--- src/rtl/core/pva_pkg.sv ---
// Shared types and constants for the polyphonic voice allocator.
package pva_pkg;

  // Block geometry.
  localparam int CHANNELS  = 16;
  localparam int VOICES    = 16;
  localparam int PITCHES   = 128;
  localparam int CH_W      = 4;
  localparam int PITCH_W   = 7;
  localparam int TIME_W    = 31;
  localparam int VOICE_W   = 4;
  localparam int PEAK_W    = 5;
  localparam int MAP_AW    = CH_W + PITCH_W;
  localparam int MAP_DEPTH = CHANNELS * PITCHES;
  localparam int GRP       = 4;
  localparam int NGRP      = (VOICES + GRP - 1) / GRP;

  // Input commands.
  typedef enum logic [1:0] {
    CMD_BEGIN    = 2'd0,
    CMD_NOTE_ON  = 2'd1,
    CMD_NOTE_OFF = 2'd2,
    CMD_OTHER    = 2'd3
  } cmd_t;

  // Controller states.
  typedef enum logic [1:0] {
    S_CLEAR,
    S_IDLE,
    S_READ,
    S_COMMIT
  } state_t;

  // One row of slot times for a channel.
  typedef logic [VOICES-1:0][TIME_W-1:0] trow_t;

  // Commands from the controller to the datapath.
  typedef struct packed {
    logic load;
    logic commit;
    logic sweep;
  } dp_ctrl_t;

  // Status from the datapath to the controller.
  typedef struct packed {
    logic is_begin;
    logic sweep_last;
  } dp_stat_t;

endpackage

--- src/rtl/core/pva_ctrl.sv ---
// Controller state machine for the polyphonic voice allocator.
module pva_ctrl (
  input  logic              clk,
  input  logic              rst_n,
  input  logic              start,
  output logic              busy,
  input  pva_pkg::dp_stat_t stat,
  output pva_pkg::dp_ctrl_t ctrl
);

  pva_pkg::state_t state_r, state_nxt;

  // State register; reset starts the map clearing pass.
  always_ff @(posedge clk) begin
    if (!rst_n) begin
      state_r <= pva_pkg::S_CLEAR;
    end else begin
      state_r <= state_nxt;
    end
  end

  // Next state.
  always_comb begin
    state_nxt = state_r;
    case (state_r)
      pva_pkg::S_CLEAR: begin
        if (stat.sweep_last) state_nxt = pva_pkg::S_IDLE;
      end
      pva_pkg::S_IDLE: begin
        if (start) state_nxt = pva_pkg::S_READ;
      end
      pva_pkg::S_READ: begin
        state_nxt = pva_pkg::S_COMMIT;
      end
      pva_pkg::S_COMMIT: begin
        state_nxt = stat.is_begin ? pva_pkg::S_CLEAR : pva_pkg::S_IDLE;
      end
      default: state_nxt = pva_pkg::S_CLEAR;
    endcase
  end

  // Outputs.
  always_comb begin
    busy        = (state_r != pva_pkg::S_IDLE);
    ctrl.load   = (state_r == pva_pkg::S_IDLE) && start;
    ctrl.commit = (state_r == pva_pkg::S_COMMIT);
    ctrl.sweep  = (state_r == pva_pkg::S_CLEAR);
  end

endmodule

--- config.mk ---
export PLATFORM = sky130hd
export DESIGN_NAME = pva_ctrl
export DESIGN_NICKNAME = d
export VERILOG_FILES = /design/src/rtl/core/pva_pkg.sv /design/src/rtl/core/pva_ctrl.sv
export SDC_FILE = /design/constraint.sdc
export NUM_CORES = 1
export LEC_CHECK = 0
export ABC_CLOCK_PERIOD_IN_PS = 1480
export BUFFER_PORTS_ARGS = -buffer_cell sky130_fd_sc_hd__buf_2
export CORE_AREA = 2 2 39 41
export DETAILED_ROUTE_END_ITERATION = 8
export DIE_AREA = 0 0 41 43
export GPL_ROUTABILITY_DRIVEN = 0
export HOLD_SLACK_MARGIN = 0.02
export PLACE_DENSITY = 0.39
export SLEW_MARGIN = 20
export SYNTH_ARGS = -nofsm -noshare
export SYNTH_HDL_FRONTEND = slang
export SYNTH_SLANG_ARGS = --single-unit
--- constraint.sdc ---
create_clock -name clk -period 1.48 [get_ports clk]
set_input_delay 0.444 -clock clk [delete_from_list [all_inputs] [get_ports clk]]
set_output_delay 0.444 -clock clk [all_outputs]
set_load 0.05 [all_outputs]
==> flow_metrics.env <==
export IMPL_die_h_um=43
export IMPL_multiInputGateArea_um2=138
export IMPL_fin_ws_ns=0.00263
export IMPL_dp_hpwl_um=317
export IMPL_clk_latency_ns=0.22
export IMPL_drt_pass1_iterations=2
export IMPL_clock_skew_ns=0.000488
export IMPL_min_period_over_period_pct=99.8
export IMPL_drtIter0Drc=1
export IMPL_finish_utilization_pct=22.4
export IMPL_required_ns=1.04
export IMPL_die_area_um2=1760
export IMPL_critical_path_class="reg2out"
export IMPL_post_cts_buffers=0
export IMPL_drc=0
export IMPL_setup_viol=0
export IMPL_status="complete, no violations"
export IMPL_numPortBuffers=8
export IMPL_largest_reg_flops=2
export IMPL_viasPerCell=3.62
export IMPL_grt_ovfl_total=0
export IMPL_layout_commonest_cell="buf_2"
export IMPL_core_um2=1380
export IMPL_worstMarginPinSlew_ns=0.264
export IMPL_cts_sinks=2
export IMPL_ys_ff_latch=2
export IMPL_dieWidth_um=41
export IMPL_drive_gt1_share_pct=64.5
export IMPL_antenna_found_initial=0
export IMPL_cts_inserted_buffers=3
export IMPL_drt_wl_total_um=459
export IMPL_syn_avg_cell_area_um2=8.43
export IMPL_start_util_pct=11.6
export IMPL_final_antenna_net_count=0
export IMPL_pin_count=9
export IMPL_cts_max_path_buffers=2
export IMPL_syn_inst=19
export IMPL_cts_root_buf="clkbuf_4"
export IMPL_hold_slack_ns=0.461
export IMPL_cp_max_fo=3
export IMPL_slew_violations=0
export IMPL_synth_fp_nets=27
export IMPL_syn2layout_area_growth_pct=93.7
export IMPL_synth_cell_type_count=12
export IMPL_hold_viol=0
export IMPL_grt_first_pass_wirelength_um=600
export IMPL_h_tree_depth=1
export IMPL_p_per_area_nw_per_um2=2470
export IMPL_synth_warning_count=0
export IMPL_grt_max_degree=5
export IMPL_cap_violations=0
export IMPL_fmax_mhz=677
export IMPL_grt_pass1_vias=179
export IMPL_rsz0062_at_grt="yes"
export IMPL_wl_per_cell_um=9.77
export IMPL_critPathLaunchType="flip-flop"
export IMPL_path_clk_slew_ns=0.03
export IMPL_hp_class="in2reg"
export IMPL_max_slew_margin_pct=82.2
export IMPL_hold_buffers=0
export IMPL_period_needed_ns=1.48
export IMPL_nNetsFinal=41
export IMPL_rrSetupSlack_ns=0.14
export IMPL_nFillCells=156
export IMPL_yosysSeqAreaShare_pct=25.0
export IMPL_n_antenna_cell=0
export IMPL_irDropWorstVdd_v=0.000794
export IMPL_grtUsageTotal_pct=5.71
export IMPL_post_place_ws_ns=0.0934
export IMPL_worstSetupEndpointType="primary output"
export IMPL_cts_tree="done"
export IMPL_rows=14
export IMPL_syn_cell_area_um2=160
export IMPL_placed_cell_area_um2=230
export IMPL_vias=170
export IMPL_p_leak_nw=0.133
export IMPL_cp_data_arrival_time_ns=1.03
export IMPL_final_cell_mix="buf_2, nor2b_1, clkbuf_4"
export IMPL_reg_largest_list="state_r: 2 flops"
export IMPL_fin_area_um2=310
export IMPL_top_register="state_r"
export IMPL_regArea_um2=42.5
==> cell usage after synthesis <==
cell type,instances,area share (%)
o21ai_0,1,3.1
a21oi_1,1,3.1
ha_1,3,23
nor2_1,1,2.3
or3_1,1,3.9
inv_1,3,7.0
or3b_1,1,5.5
o41ai_1,1,5.5
and2_2,1,4.7
dfxtp_1,2,25
nor2b_1,3,12
a21boi_1,1,4.7
==> report_power, final <==
group / switching [mW] / total (mW) / internal (mW) / leakage [nW]
Sequential: 0.0265 / 0.111 / 0.0844 / 0.0172
Combinational: 0.302 / 0.537 / 0.235 / 0.102
Clock: 0.0306 / 0.120 / 0.0894 / 0.0138
Total: 0.359 / 0.768 / 0.409 / 0.133
==> per-stage QoR <==
stage                     power (mW)  setup TNS (ns)  std cells
after floorplan                0.414               0         19
after global routing           0.825         -0.0353         47
after detailed placement       0.501               0         44
after global placement         0.501               0         44
final                          0.768               0         47
after CTS                      0.725         -0.0206         47
==> final timing paths <==
| kind | startpoint | end | depth (start not counted) |
|---|---|---|---|
| max reg2reg | state_r[0] | state_r[0] | 5 |
| min | rst_n | state_r[0] | 3 |
| max | state_r[1] | ctrl[2] | 4 |
| min reg2reg | state_r[0] | state_r[0] | 2 |
==> cells by family after synthesis <==
group,share of synthesized area (%)
buf+inv,7.03
simple gates,28.1
fa+ha+maj,23.4
compound gates,16.4
flops,25.0
==> final cells by class <==
cell class	instances	share of cell area, %
Sequential cell	2	13.7
Multi-Input combinational cell	14	44.4
Tap cell	16	6.45
Timing Repair Buffer	9	24.6
Inverter	3	3.63
Clock buffer	3	7.26
==> worst max-delay path, stage by stage (launching register included) <==
cell and delay (ns):
dfxtp_2 0.32, inv_2 0.06, ha_4 0.16, and2_4 0.13, buf_8 0.14
==> layer usage <==
layer	global-route usage (%)	vias up	routed length (µm)
li1	-	87	-
met1	4.47	75	178
met2	8.13	8	218
met3	2.62	0	63
met4	8.00	0	0
met5	0	-	0
==> what timing repair did <==
item,4_1_cts,5_1_grt
gates cloned,0,0
hold endpoints to repair,0,0
setup endpoints to repair,4,3
resized for setup,14,4
Power figures use the tool's default switching activity.
